`src/design/csvp_pkg.sv`:
```
// csvp_pkg: shared types and constants for the csv line and field parser
// used by csvp_step, csv_line_field_parser_top and csvp_checker
package csvp_pkg;

  localparam logic [7:0] CH_NEWLINE = 8'h0A;
  localparam logic [7:0] CH_QUOTE   = 8'h22;
  localparam logic [7:0] CH_CR      = 8'h0D;
  localparam logic [7:0] SEP_RESET  = 8'd44;

  typedef enum logic [1:0] {
    EV_CHAR      = 2'd0,
    EV_FIELD_END = 2'd1,
    EV_LINE_END  = 2'd2
  } event_kind_e;

  typedef struct packed {
    logic inside_quotes;
    logic quote_waiting;
    logic field_nonempty;
  } parse_state_t;

  typedef struct packed {
    logic        emit;
    event_kind_e kind;
    logic [7:0]  char_out;
    logic        final_field_kept;
  } parse_event_t;

endpackage

```
`src/design/csvp_step.sv`:
```
// csvp_step: per-byte decode of the csv parser flags and the resulting event
// depends on csvp_pkg
module csvp_step (
  input  logic [7:0]             in_byte_i,
  input  logic                   stream_end_i,
  input  logic [7:0]             field_separator_i,
  input  csvp_pkg::parse_state_t state_i,
  output csvp_pkg::parse_state_t state_o,
  output csvp_pkg::parse_event_t event_o
);

  logic is_quote;
  logic is_newline;
  logic lit_quote;
  logic in_q;

  assign is_quote   = (in_byte_i == csvp_pkg::CH_QUOTE);
  assign is_newline = (in_byte_i == csvp_pkg::CH_NEWLINE);
  assign lit_quote  = state_i.quote_waiting && !stream_end_i && is_quote;
  // a waiting quote not followed by a quote closes the section
  assign in_q       = state_i.inside_quotes && !state_i.quote_waiting;

  always_comb begin
    state_o                  = state_i;
    state_o.quote_waiting    = 1'b0;
    state_o.inside_quotes    = in_q;
    event_o.emit             = 1'b0;
    event_o.kind             = csvp_pkg::EV_CHAR;
    event_o.char_out         = 8'd0;
    event_o.final_field_kept = 1'b0;
    if (lit_quote) begin
      state_o.inside_quotes  = 1'b1;
      state_o.field_nonempty = 1'b1;
      event_o.emit           = 1'b1;
      event_o.char_out       = csvp_pkg::CH_QUOTE;
    end else if (!stream_end_i && is_newline && in_q) begin
      state_o.field_nonempty = 1'b1;
      event_o.emit           = 1'b1;
      event_o.char_out       = in_byte_i;
    end else if (stream_end_i || is_newline) begin
      state_o                  = '0;
      event_o.emit             = 1'b1;
      event_o.kind             = csvp_pkg::EV_LINE_END;
      event_o.final_field_kept = state_i.field_nonempty;
    end else if ((in_byte_i == field_separator_i) && !in_q) begin
      state_o.field_nonempty = 1'b0;
      event_o.emit           = 1'b1;
      event_o.kind           = csvp_pkg::EV_FIELD_END;
    end else if (is_quote) begin
      if (in_q) begin
        state_o.quote_waiting = 1'b1;
      end else begin
        state_o.inside_quotes = 1'b1;
      end
    end else if (in_byte_i == csvp_pkg::CH_CR) begin
      state_o.field_nonempty = state_i.field_nonempty;
    end else begin
      state_o.field_nonempty = 1'b1;
      event_o.emit           = 1'b1;
      event_o.char_out       = in_byte_i;
    end
  end

endmodule

```
`src/design/csv_line_field_parser_top.sv`:
```
// csv_line_field_parser_top: splits a csv byte stream into characters, field and line ends
// depends on csvp_pkg and csvp_step
// the result is registered on the output register in the cycle after the input transaction
// throughput: one byte per cycle while the output is not stalled, set by the single output register stage
// reset clears the quote and field flags and the output valid; separator resets to 44
module csv_line_field_parser_top (
  input  logic       clk_i,
  input  logic       rst_ni,
  input  logic       cfg_valid_i,
  output logic       cfg_ready_o,
  input  logic [7:0] cfg_data_i,
  input  logic       s_axis_tvalid_i,
  output logic       s_axis_tready_o,
  input  logic [7:0] s_axis_tdata_i,   // [7:0] in_byte
  input  logic       s_axis_tlast_i,   // stream_end
  output logic       m_axis_tvalid_o,
  input  logic       m_axis_tready_i,
  output logic [7:0] m_axis_tdata_o,   // [7:0] char_out
  output logic [2:0] m_axis_tuser_o    // [1:0] event_kind, [2] final_field_kept
);

  logic [7:0]             sep_q;
  csvp_pkg::parse_state_t state_q, state_d;
  csvp_pkg::parse_event_t ev;
  logic                   out_valid_q, out_valid_d;
  logic [7:0]             out_data_q;
  logic [2:0]             out_user_q;
  logic                   in_fire;

  assign cfg_ready_o     = 1'b1;
  assign s_axis_tready_o = !out_valid_q || m_axis_tready_i;
  assign in_fire         = s_axis_tvalid_i && s_axis_tready_o;

  csvp_step u_step (
    .in_byte_i         (s_axis_tdata_i),
    .stream_end_i      (s_axis_tlast_i),
    .field_separator_i (sep_q),
    .state_i           (state_q),
    .state_o           (state_d),
    .event_o           (ev)
  );

  always_comb begin
    out_valid_d = out_valid_q && !m_axis_tready_i;
    if (in_fire) begin
      out_valid_d = ev.emit;
    end
  end

  always_ff @(posedge clk_i or negedge rst_ni) begin
    if (!rst_ni) begin
      sep_q       <= csvp_pkg::SEP_RESET;
      state_q     <= '0;
      out_valid_q <= 1'b0;
    end else begin
      if (cfg_valid_i) begin
        sep_q <= cfg_data_i;
      end
      if (in_fire) begin
        state_q <= state_d;
      end
      out_valid_q <= out_valid_d;
    end
  end

  always_ff @(posedge clk_i) begin
    if (in_fire && ev.emit) begin
      out_data_q <= ev.char_out;
      out_user_q <= {ev.final_field_kept, ev.kind};
    end
  end

  assign m_axis_tvalid_o = out_valid_q;
  assign m_axis_tdata_o  = out_data_q;
  assign m_axis_tuser_o  = out_user_q;

endmodule

```
`config.mk`:
```
export PLATFORM = sky130hd
export DESIGN_NAME = csv_line_field_parser_top
export DESIGN_NICKNAME = d
export VERILOG_FILES = /design/src/design/csvp_pkg.sv /design/src/design/csvp_step.sv /design/src/design/csv_line_field_parser_top.sv
export SDC_FILE = /design/constraint.sdc
export NUM_CORES = 1
export LEC_CHECK = 0
export ABC_AREA = 0
export BUFFER_PORTS_ARGS = -buffer_cell sky130_fd_sc_hd__buf_2
export CAP_MARGIN = 0
export CORE_MARGIN = 8
export CORE_UTILIZATION = 49
export DETAILED_ROUTE_END_ITERATION = 12
export GPL_ROUTABILITY_DRIVEN = 0
export GPL_TIMING_DRIVEN = 0
export PLACE_DENSITY = 0.76
export SYNTH_ARGS = -nofsm -noshare
export SYNTH_HDL_FRONTEND = slang
export SYNTH_SLANG_ARGS = --single-unit
```
`constraint.sdc`:
```
create_clock -name clk_i -period 2.55 [get_ports clk_i]
set_input_delay 0.1275 -clock clk_i [delete_from_list [all_inputs] [get_ports clk_i]]
set_output_delay 0.1275 -clock clk_i [all_outputs]
set_load 0.1 [all_outputs]
```
==> results_dict.tcl, run 1 <==
set metrics [dict create \
    core-area_um2 2390 \
    syn-cell-area_um2 1190 \
    layout.nets 153 \
    die-height_um 65.4 \
    cp-end-kind "register" \
    worstHoldPathCells 2 \
    worstSetupStartpoint "sep_q[6]" \
    final_core_util 0.602 \
    yosys.cell_count.top_type "edfxtp_1" \
    viasPerCell 5.44 \
    effective_utilization_at_floorplan 0.501 \
    final_layout_size_suffix_gt1_frac 0.469 \
    arrival_ns 2.10 \
    worstSetupEndpoint "m_axis_tdata_o[7]" \
    detailroute.via_count 871 \
    n_antenna_cell 0 \
    synthDominantAreaCellType "edfxtp_1" \
    timing.slew.headroom 0.543 \
    h_tree_depth_reported_by_cts 1 \
    totalNegativeSetupSlack_ns 0 \
    first_pass_iters 4 \
    ff2ff_path_depth 4 \
    mappedNetlistNets 115 \
    synth.distinct_cells 41 \
    rrSetupSlack_ns 0.41 \
    maxCapViolCount 0 \
    postSynthCellCount 93 \
    timing.final.setup_violations 0 \
    maxClockFrequency_mhz 468 \
    synth_flop_cell "edfxtp_1" \
    yosys-top-cells-count "edfxtp_1 (11), dfrtp_1 (9), mux2_2 (8), xor2_1 (7), nand2b_1 (4)" \
    static_power_due_to_leakage_nw 0.583 \
    first_iter_violations 23 \
    hold_viol 0 \
    grt_antenna_before_repair 0 \
    clkSinkCount 23 \
    tightest_slew_ns 0.681 \
    floorplan.rows 18 \
    crit_type "reg -> reg" \
    numPortBuffers 32 \
    grt_first_pass_wirelength_um 3870 \
    layout_worst_path_cycle_share 0.838 \
    synth_area_leaders "edfxtp_1 (28%), dfrtp_1 (19%), mux2_2 (7.5%)" \
    finalClockSkew_ns 0.00706 \
    synth_largest_type_area_fraction 0.276 \
    cellPowerDensity_nw_per_um2 566 \
    status "finished clean" \
    synthToLayoutAreaGrowth_pct 20.2 \
    dpl.hpwl_um 1980 \
    synthArstFlopShare 0.522 \
    cts_made_buffers 3 \
    synth_seq_cells 23 \
    grt_start_max_net_pins 14 \
    critical_path.max_fanout 11 \
    die_footprint_um2 4270 \
    detail-route-antenna-nets 0 \
    synth_warnings 0 \
    wl_per_instance_um 14.9 \
    root_buffer "clkbuf_4" \
    layout.cell_area.non_filler_um2 1440 \
    critical_path.reg2reg.endpoint "m_axis_tdata_o[7]" \
    die_width_um 65.4 \
    synth.avg_cell_area_um2 12.8 \
    synth_edf_count 11 \
    floorplan.io_pins 36 \
    required_time_at_the_endpoint_of_the_critical_path_ns 2.51 \
    worstHoldPathType "in -> reg" \
    setup_repair_after_global_routing_missed_its_margin "no" \
    groute.usage.overall 0.117 \
    critPathLaunchType "register" \
    finalWirelength_um 2380 \
    drc_errors 0 \
    insertion_delay_ns 0.31 \
    post_synthesis_sequential_area_ratio 0.531 \
    vdd_ir_drop_max_mv 0.401 \
    gr-total-overflow 0 \
    placed_standard_cell_area_um2 1400 \
    r2r_start "sep_q[6]" \
    slew_violations 0 \
    post-route-min-period_ns 2.14 \
    via_count_of_the_first_global_routing_pass 865 \
    post_cts_resized 0 \
    tritoncts "yes" \
    worst_setup_hold_path_clk_slew_ns 0.12 \
    ctsLongestPathBuffers 2 \
]
[report_power, final]
group          total [W]  switching (W)  leakage [nW]  internal [W]
Clock           0.000166       0.000107        0.0177     0.0000587
Combinational   0.000212       0.000153         0.318     0.0000583
Sequential      0.000435      0.0000135         0.247      0.000422
[final cells by class]
type	count	area, um2
buffer	3	15.0
clock buffer	3	22.5
clock inverter	1	5.00
fill	219	951
inverter	2	7.51
multi-input combinational	65	544
sequential	23	634
tap	30	37.5
timing repair buffer	33	170
[per-layer routing]
metal	part of all wire	wire [um]	global-route usage
met5	0	0	0
met4	0.025	59	0.0572
met3	0.083	197	0.0374
met2	0.51	1210	0.203
met1	0.38	914	0.124
[sequential cells by signal, summed over array words and instances, names as in the netlist]
| signal | count |
|---|---|
| m_axis_tdata_o | 8 |
| sep_q | 8 |
| m_axis_tuser_o | 3 |
| state_q | 3 |
| m_axis_tvalid_o | 1 |
[layout by cell type (no fill, tap or decap), types with 3 or more instances in the layout]
cell type | netlist | layout
and3_1 | 3 | 3
mux2_2 | 8 | 8
xor2_1 | 7 | 7
clkbuf_4 | 0 | 3
nor3b_1 | 3 | 3
nor2b_1 | 3 | 3
buf_2 | 0 | 32
nand2_1 | 3 | 3
dfstp_2 | 3 | 3
edfxtp_1 | 11 | 11
dfrtp_1 | 9 | 9
nand2b_1 | 4 | 3
[how the worst min path moves through the flow]
| stage | slack (ns) | to | from |
|---|---|---|---|
| after floorplan | -0.17 | m_axis_tvalid_o | rst_ni |
| after global placement | 0.01 | m_axis_tvalid_o | rst_ni |
| after detailed placement | 0.01 | m_axis_tvalid_o | rst_ni |
| after CTS | 0.03 | m_axis_tvalid_o | s_axis_tvalid_i |
| after global routing | 0.02 | m_axis_tvalid_o | s_axis_tvalid_i |
| final | 0.02 | m_axis_tvalid_o | s_axis_tvalid_i |
[critical path, stage by stage, from the launching register on]
cell and delay (ns):
dfrtp_1 0.42, xor2_1 0.17, nor4_2 0.39, a311oi_1 0.26, a21oi_2 0.55
[timing repair]
action,CTS,global route
buffers inserted,0,0
hold buffers,1,0
hold endpoints to repair,12,0
[logic make-up (layout without fill, tap and decap cells)]
kind of cell | after synthesis | in the layout | share of synthesized area
xor gates and xnor gates | 8 | 8 | 0.0586
other | 1 | 1 | 0.00314
buffers and inverters | 5 | 42 | 0.0188
muxes | 8 | 8 | 0.0754
and+or+nand+nor | 34 | 34 | 0.200
DFF | 23 | 23 | 0.531
AOI/OAI and AO/OA | 14 | 14 | 0.113
[per-stage QoR]
| stage | hold WS, ns | cells | power (W) | setup slack [ns] |
|---|---|---|---|---|
| after global routing | 0.0234 | 160 | 0.000853 | 0.250 |
| final | 0.0231 | 160 | 0.000813 | 0.413 |
| after floorplan | -0.168 | 93 | 0.000607 | 0.175 |
| after CTS | 0.0256 | 160 | 0.000820 | 0.407 |
| after global placement | 0.00969 | 155 | 0.000651 | 0.465 |
| after detailed placement | 0.0143 | 155 | 0.000655 | 0.420 |
(Power assumes the default switching activity.)
==> run 2: changes to the inputs <==
==> constraint.sdc (replaced) <==
create_clock -name clk_i -period 2.1 [get_ports clk_i]
set_input_delay 0.105 -clock clk_i [delete_from_list [all_inputs] [get_ports clk_i]]
set_output_delay 0.105 -clock clk_i [all_outputs]
set_load 0.1 [all_outputs]
==> run 2 against run 1 <==
  * Sequential share of layout area decreased by 2.8 points
  * Wire length increased by 9.4%
  * Via count increased by 5.1%
  * Worst hold slack got worse by 0.012 ns
  * Setup slack got worse by 0.25 ns
  * First-iteration DRC count decreased by 74%
  * Critical path depth increased by 1
  * Sequential cell count unchanged
  * Sequential power increased by 22%
  * Die area unchanged
  * Critical endpoint is now m_axis_tdata_o[1]
  * Non-clock buffer count increased by 7
  * Combinational power increased by 31%
==> results_dict.tcl, run 2 (synthesized netlist as in run 1, its figures left out) <==
set metrics [dict create \
    floorplan.io_pins 36 \
    static_power_due_to_leakage_nw 0.625 \
    cts_made_buffers 3 \
    grt_antenna_before_repair 0 \
    power.share.sequential 0.520 \
    final_critical_path_setup_slack_ns 0.159 \
    first_pass_iters 4 \
    dpl.hpwl_um 1980 \
    num-fill-cells 194 \
    post-route-min-period_ns 1.94 \
    critical_path.reg2reg.endpoint "m_axis_tdata_o[1]" \
    wl_met3_um 196 \
    post_layout_nonfiller_instances 167 \
    layout.cells.most_common "buf_2" \
    mostFrequentLayoutCells "buf_2 (32), edfxtp_1 (11), mux2_2 (8), dfrtp_1 (8)" \
    hold_viol 0 \
    comb_power_share 0.273 \
    gr-total-overflow 0 \
    worst_setup_hold_path_clk_slew_ns 0.13 \
    insertion_delay_ns 0.32 \
    die_footprint_um2 4270 \
    detailroute.via_count 915 \
    routed-wl-met2_um 1330 \
    timing.slew.headroom 0.657 \
    n_antenna_cell 0 \
    setup_repair_after_global_routing_missed_its_margin "no" \
    r2r_start "sep_q[3]" \
    synthToLayoutAreaGrowth_pct 28.6 \
    first_iter_violations 6 \
    finalWirelength_um 2610 \
    via_count_of_the_first_global_routing_pass 897 \
    internal_power_w 0.000669 \
    power.clock.fraction 0.207 \
    tightest_slew_ns 0.515 \
    grt_first_pass_wirelength_um 4010 \
    arrival_ns 2.00 \
    status "finished clean" \
    die-height_um 65.4 \
    worstHoldPathType "in -> reg" \
    required_time_at_the_endpoint_of_the_critical_path_ns 2.16 \
    critPathLaunchType "register" \
    net_switching_power_w 0.000351 \
    wl_per_instance_um 15.6 \
    crit_type "reg -> reg" \
    highest_layer "met4" \
    final_layout_size_suffix_gt1_frac 0.467 \
    number_of_cells_after_detailed_placement 155 \
    core-area_um2 2390 \
    cellPowerDensity_nw_per_um2 664 \
    effective_utilization_at_floorplan 0.501 \
    pre_cts_slack_ns -0.0700 \
    clkSinkCount 23 \
    floorplan.rows 18 \
    critical_path.max_fanout 11 \
    maxClockFrequency_mhz 515 \
    slew_violations 0 \
    grt_start_max_net_pins 14 \
    layout.nets 160 \
    finalClockSkew_ns 0.00333 \
    worstSetupStartpoint "sep_q[3]" \
    ctsLongestPathBuffers 2 \
    timing.final.setup_violations 0 \
    detail-route-antenna-nets 0 \
    cp-end-kind "register" \
    ff2ff_path_depth 5 \
    vdd_ir_drop_max_mv 0.501 \
    routedLengthMet1_um 984 \
    h_tree_depth_reported_by_cts 1 \
    drc_errors 0 \
    maxCapViolCount 0 \
    tritoncts "yes" \
    root_buffer "clkbuf_4" \
    die_width_um 65.4 \
    rrSetupSlack_ns 0.16 \
    layout_worst_path_cycle_share 0.924 \
    viasPerCell 5.48 \
    switching_share 0.344 \
    worstSetupEndpoint "m_axis_tdata_o[1]" \
    numPortBuffers 32 \
    groute.usage.overall 0.120 \
]
run 2: changes by cell type in the layout (fill, tap and decap cells not counted):
cell / previous run / this run
a311oi_2: 0 / 1
a21oi_4: 0 / 1
a311oi_1: 1 / 0
nand2b_4: 0 / 1
nand2b_2: 1 / 0
buf_12: 0 / 1
dfrtp_1: 9 / 8
dlygate4sd3_1: 1 / 7
dfrtp_2: 0 / 1
a21oi_2: 2 / 1
run 2: metrics by stage:
| step | power, W | hold slack, ns | TNS (ns) | cell area [um2] | utilization |
|---|---|---|---|---|---|
| finish | 0.00102 | 0.0107 | 0 | 1540 | 0.644 |
| detailed placement | 0.000799 | -0.00409 | -0.767 | 1410 | 0.589 |
| global route | 0.00107 | 0.00528 | 0 | 1540 | 0.644 |
| global placement | 0.000792 | -0.0107 | 0 | 1410 | 0.589 |
| floorplan | 0.000738 | -0.191 | 0 | 1210 | - |
| CTS | 0.00101 | 0.00000638 | 0 | 1460 | 0.612 |
run 2: worst max-delay path, stage by stage, from the launching register on:
cell and delay, ns:
dfstp_2 0.57, xor2_1 0.08, nor4_2 0.38, a311oi_2 0.25
a21oi_4 0.24, buf_12 0.15
run 2: power groups by stage:
stage	clock network (W)	registers [W]	logic [W]
2_1_floorplan	0	0.000637	0.000102
3_3_place_gp	0	0.000538	0.000254
3_5_place_dp	0	0.000540	0.000259
4_1_cts	0.000217	0.000530	0.000264
5_1_grt	0.000238	0.000534	0.000294
6_report	0.000211	0.000530	0.000278
run 2: worst min path at each step:
stage | slack, ns | to | start | depth (start not counted)
finish | 0.01 | sep_q[4] | cfg_data_i[4] | 2
global placement | -0.01 | state_q[0] | rst_ni | 1
CTS | 0.000006 | sep_q[6] | cfg_data_i[6] | 2
global route | 0.005 | sep_q[5] | cfg_data_i[5] | 2
detailed placement | -0.004 | state_q[0] | rst_ni | 1
floorplan | -0.19 | m_axis_tvalid_o | rst_ni | 0
run 2: layout make-up:
class / instances / area [um2] / area share
timing repair buffer: 40 / 250 / 0.163
tap: 30 / 37.5 / 0.0244
clock buffer: 3 / 22.5 / 0.0147
sequential: 23 / 636 / 0.414
clock inverter: 1 / 5.00 / 0.00326
buffer: 3 / 15.0 / 0.00977
inverter: 2 / 7.51 / 0.00489
multi-input combinational: 65 / 563 / 0.366
run 2: layer usage:
layer,vias up,global-route usage
met5,-,0
met4,0,0.0817
met3,11,0.0340
met2,40,0.203
met1,428,0.127
li1,436,-
run 2: what timing repair did:
item                                    4_1_cts  5_1_grt
setup buffers                                 0        1
hold buffers                                  2        5
endpoints found under the setup margin       11       14
gates resized for setup                       1        1
pin swaps                                     0        1
endpoints found under the hold margin        13        5
==> run 3: changes to the inputs <==
--- a/config.mk
+++ b/config.mk
@@ -12,7 +12,7 @@
 export CORE_UTILIZATION = 49
 export DETAILED_ROUTE_END_ITERATION = 12
 export GPL_ROUTABILITY_DRIVEN = 0
-export GPL_TIMING_DRIVEN = 0
+export GPL_TIMING_DRIVEN = 1
 export PLACE_DENSITY = 0.76
 export SYNTH_ARGS = -nofsm -noshare
 export SYNTH_HDL_FRONTEND = slang
==> run 3 against run 2 <==
  * Fmax is 1.1% lower
  * Sequential power hardly changed
  * First-iteration DRC count rose to 4.2 times the previous value
  * Setup slack got worse by 0.022 ns
  * Critical endpoint is now m_axis_tdata_o[7]
  * Highest routed layer unchanged
==> results_dict.tcl, run 3 (synthesized netlist as in run 1, its figures left out) <==
set metrics [dict create \
    worstSetupStartpoint "state_q[1]" \
    crit_chain "nand4bb_1, a2111oi_4, nor3_2, a21oi_2, buf_4" \
    grt_start_max_net_pins 13 \
    wl_per_instance_um 15.7 \
    worst_setup_hold_path_clk_slew_ns 0.12 \
    cellPowerDensity_nw_per_um2 685 \
    postCtsSetupBuffers 0 \
    hold_wc_startpoint "cfg_data_i[0]" \
    r2r_start "state_q[1]" \
    detail-route-antenna-nets 0 \
    vdd_ir_drop_max_mv 0.419 \
    critical-path-max-stage-delay_ns 0.47 \
    first_pass_iters 4 \
    grt_first_pass_wirelength_um 4200 \
    crit_path_top_delay_cell "dfrtp_1" \
    required_time_at_the_endpoint_of_the_critical_path_ns 2.13 \
    root_buffer "clkbuf_4" \
    setup_repair_after_global_routing_missed_its_margin "no" \
    worstHoldPathType "in -> reg" \
    mostFrequentLayoutCells "buf_2 (34), edfxtp_1 (11), mux2_2 (8), dfrtp_1 (8), xor2_1 (7)" \
    status "finished clean" \
    post-route-min-period_ns 1.96 \
    finalClockSkew_ns 0.00658 \
    totalNegativeSetupSlack_ns 0 \
    dpl.hpwl_um 2110 \
    critical_path.max_fanout 11 \
    via_count_of_the_first_global_routing_pass 948 \
    h_tree_depth_reported_by_cts 1 \
    maxClockFrequency_mhz 509 \
    pre_cts_slack_ns 0.121 \
    grt_antenna_before_repair 0 \
    synthToLayoutAreaGrowth_pct 22.2 \
    hold_viol 0 \
    arrival_ns 2.00 \
    critPathLaunchType "register" \
    numPortBuffers 34 \
    ctsLongestPathBuffers 2 \
    cts_made_buffers 3 \
    layout.nets 154 \
    slew_violations 0 \
    critical_path.reg2reg.endpoint "m_axis_tdata_o[7]" \
    core-area_um2 2390 \
    rrSetupSlack_ns 0.14 \
    worstHoldPathCells 2 \
    final_critical_path_setup_slack_ns 0.137 \
    crit_type "reg -> reg" \
    clkSinkCount 23 \
    end_point_of_the_most_critical_hold_path "sep_q[0]" \
    gr-total-overflow 0 \
    die_footprint_um2 4270 \
    layout.cells.most_common "buf_2" \
    groute.usage.overall 0.126 \
    drc_errors 0 \
    timing.final.setup_violations 0 \
    die_width_um 65.4 \
    detailroute.via_count 899 \
    tritoncts "yes" \
    effective_utilization_at_floorplan 0.501 \
    final_layout_size_suffix_gt1_frac 0.489 \
    first_iter_violations 25 \
    cp-end-kind "register" \
    viasPerCell 5.58 \
    floorplan.rows 18 \
    ff2ff_path_depth 5 \
    finalWirelength_um 2520 \
    layout_worst_path_cycle_share 0.935 \
    floorplan.io_pins 36 \
    insertion_delay_ns 0.32 \
    static_power_due_to_leakage_nw 0.597 \
    maxCapViolCount 0 \
    die-height_um 65.4 \
    n_antenna_cell 0 \
]
run 3: worst max path at each step:
stage	end	slack, ns	depth (start not counted)
after global routing	m_axis_tuser_o[1]	0.07	5
after CTS	m_axis_tdata_o[6]	0.10	5
after floorplan	m_axis_tdata_o[0]	0.16	4
after global placement	m_axis_tdata_o[6]	0.27	5
final	m_axis_tdata_o[7]	0.14	5
after detailed placement	m_axis_tdata_o[7]	0.12	5
run 3: worst max-delay path: cells and delay by family, from the launching register on:
family          cells  cell delay (ns)
compound gates      2             0.61
buf+inv             1             0.21
flops               1             0.47
simple gates        2             0.39
run 3: per-stage QoR:
step / std cells / util / hold slack [ns] / power (W) / instance area [um2]
global route: 161 / 0.612 / 0.00178 / 0.00105 / 1460
floorplan: 93 / - / -0.191 / 0.000738 / 1210
CTS: 161 / 0.609 / 0.00307 / 0.00101 / 1450
detailed placement: 155 / 0.590 / -0.00559 / 0.000802 / 1410
finish: 161 / 0.612 / 0.0114 / 0.00100 / 1460
global placement: 155 / 0.590 / -0.00812 / 0.000794 / 1410
run 3: layout make-up:
| class | instances | area (um2) |
|---|---|---|
| fill | 217 | 927 |
| sequential | 23 | 636 |
| multi-input combinational | 65 | 556 |
| timing repair buffer | 37 | 198 |
| tap | 30 | 37.5 |
| clock buffer | 4 | 26.3 |
| inverter | 2 | 7.51 |
run 3: repair_timing:
| item | 4_1_cts | 5_1_grt |
|---|---|---|
| endpoints found under the setup margin | 0 | 11 |
| resized for setup | 0 | 1 |
| hold buffers | 2 | 0 |
| endpoints found under the hold margin | 13 | 0 |
run 3: power breakdown:
part	total (W)	switching (W)	leakage (nW)	internal, W
combinational	0.000265	0.000191	0.335	0.0000745
sequential	0.000529	0.0000169	0.247	0.000512
clock	0.000206	0.000131	0.0150	0.0000744
run 3: per-layer routing:
metal  global-route usage  share of wire
met5                    0              0
met2                0.215           0.51
met3               0.0357          0.078
met1                0.134           0.38
met4               0.0790          0.026
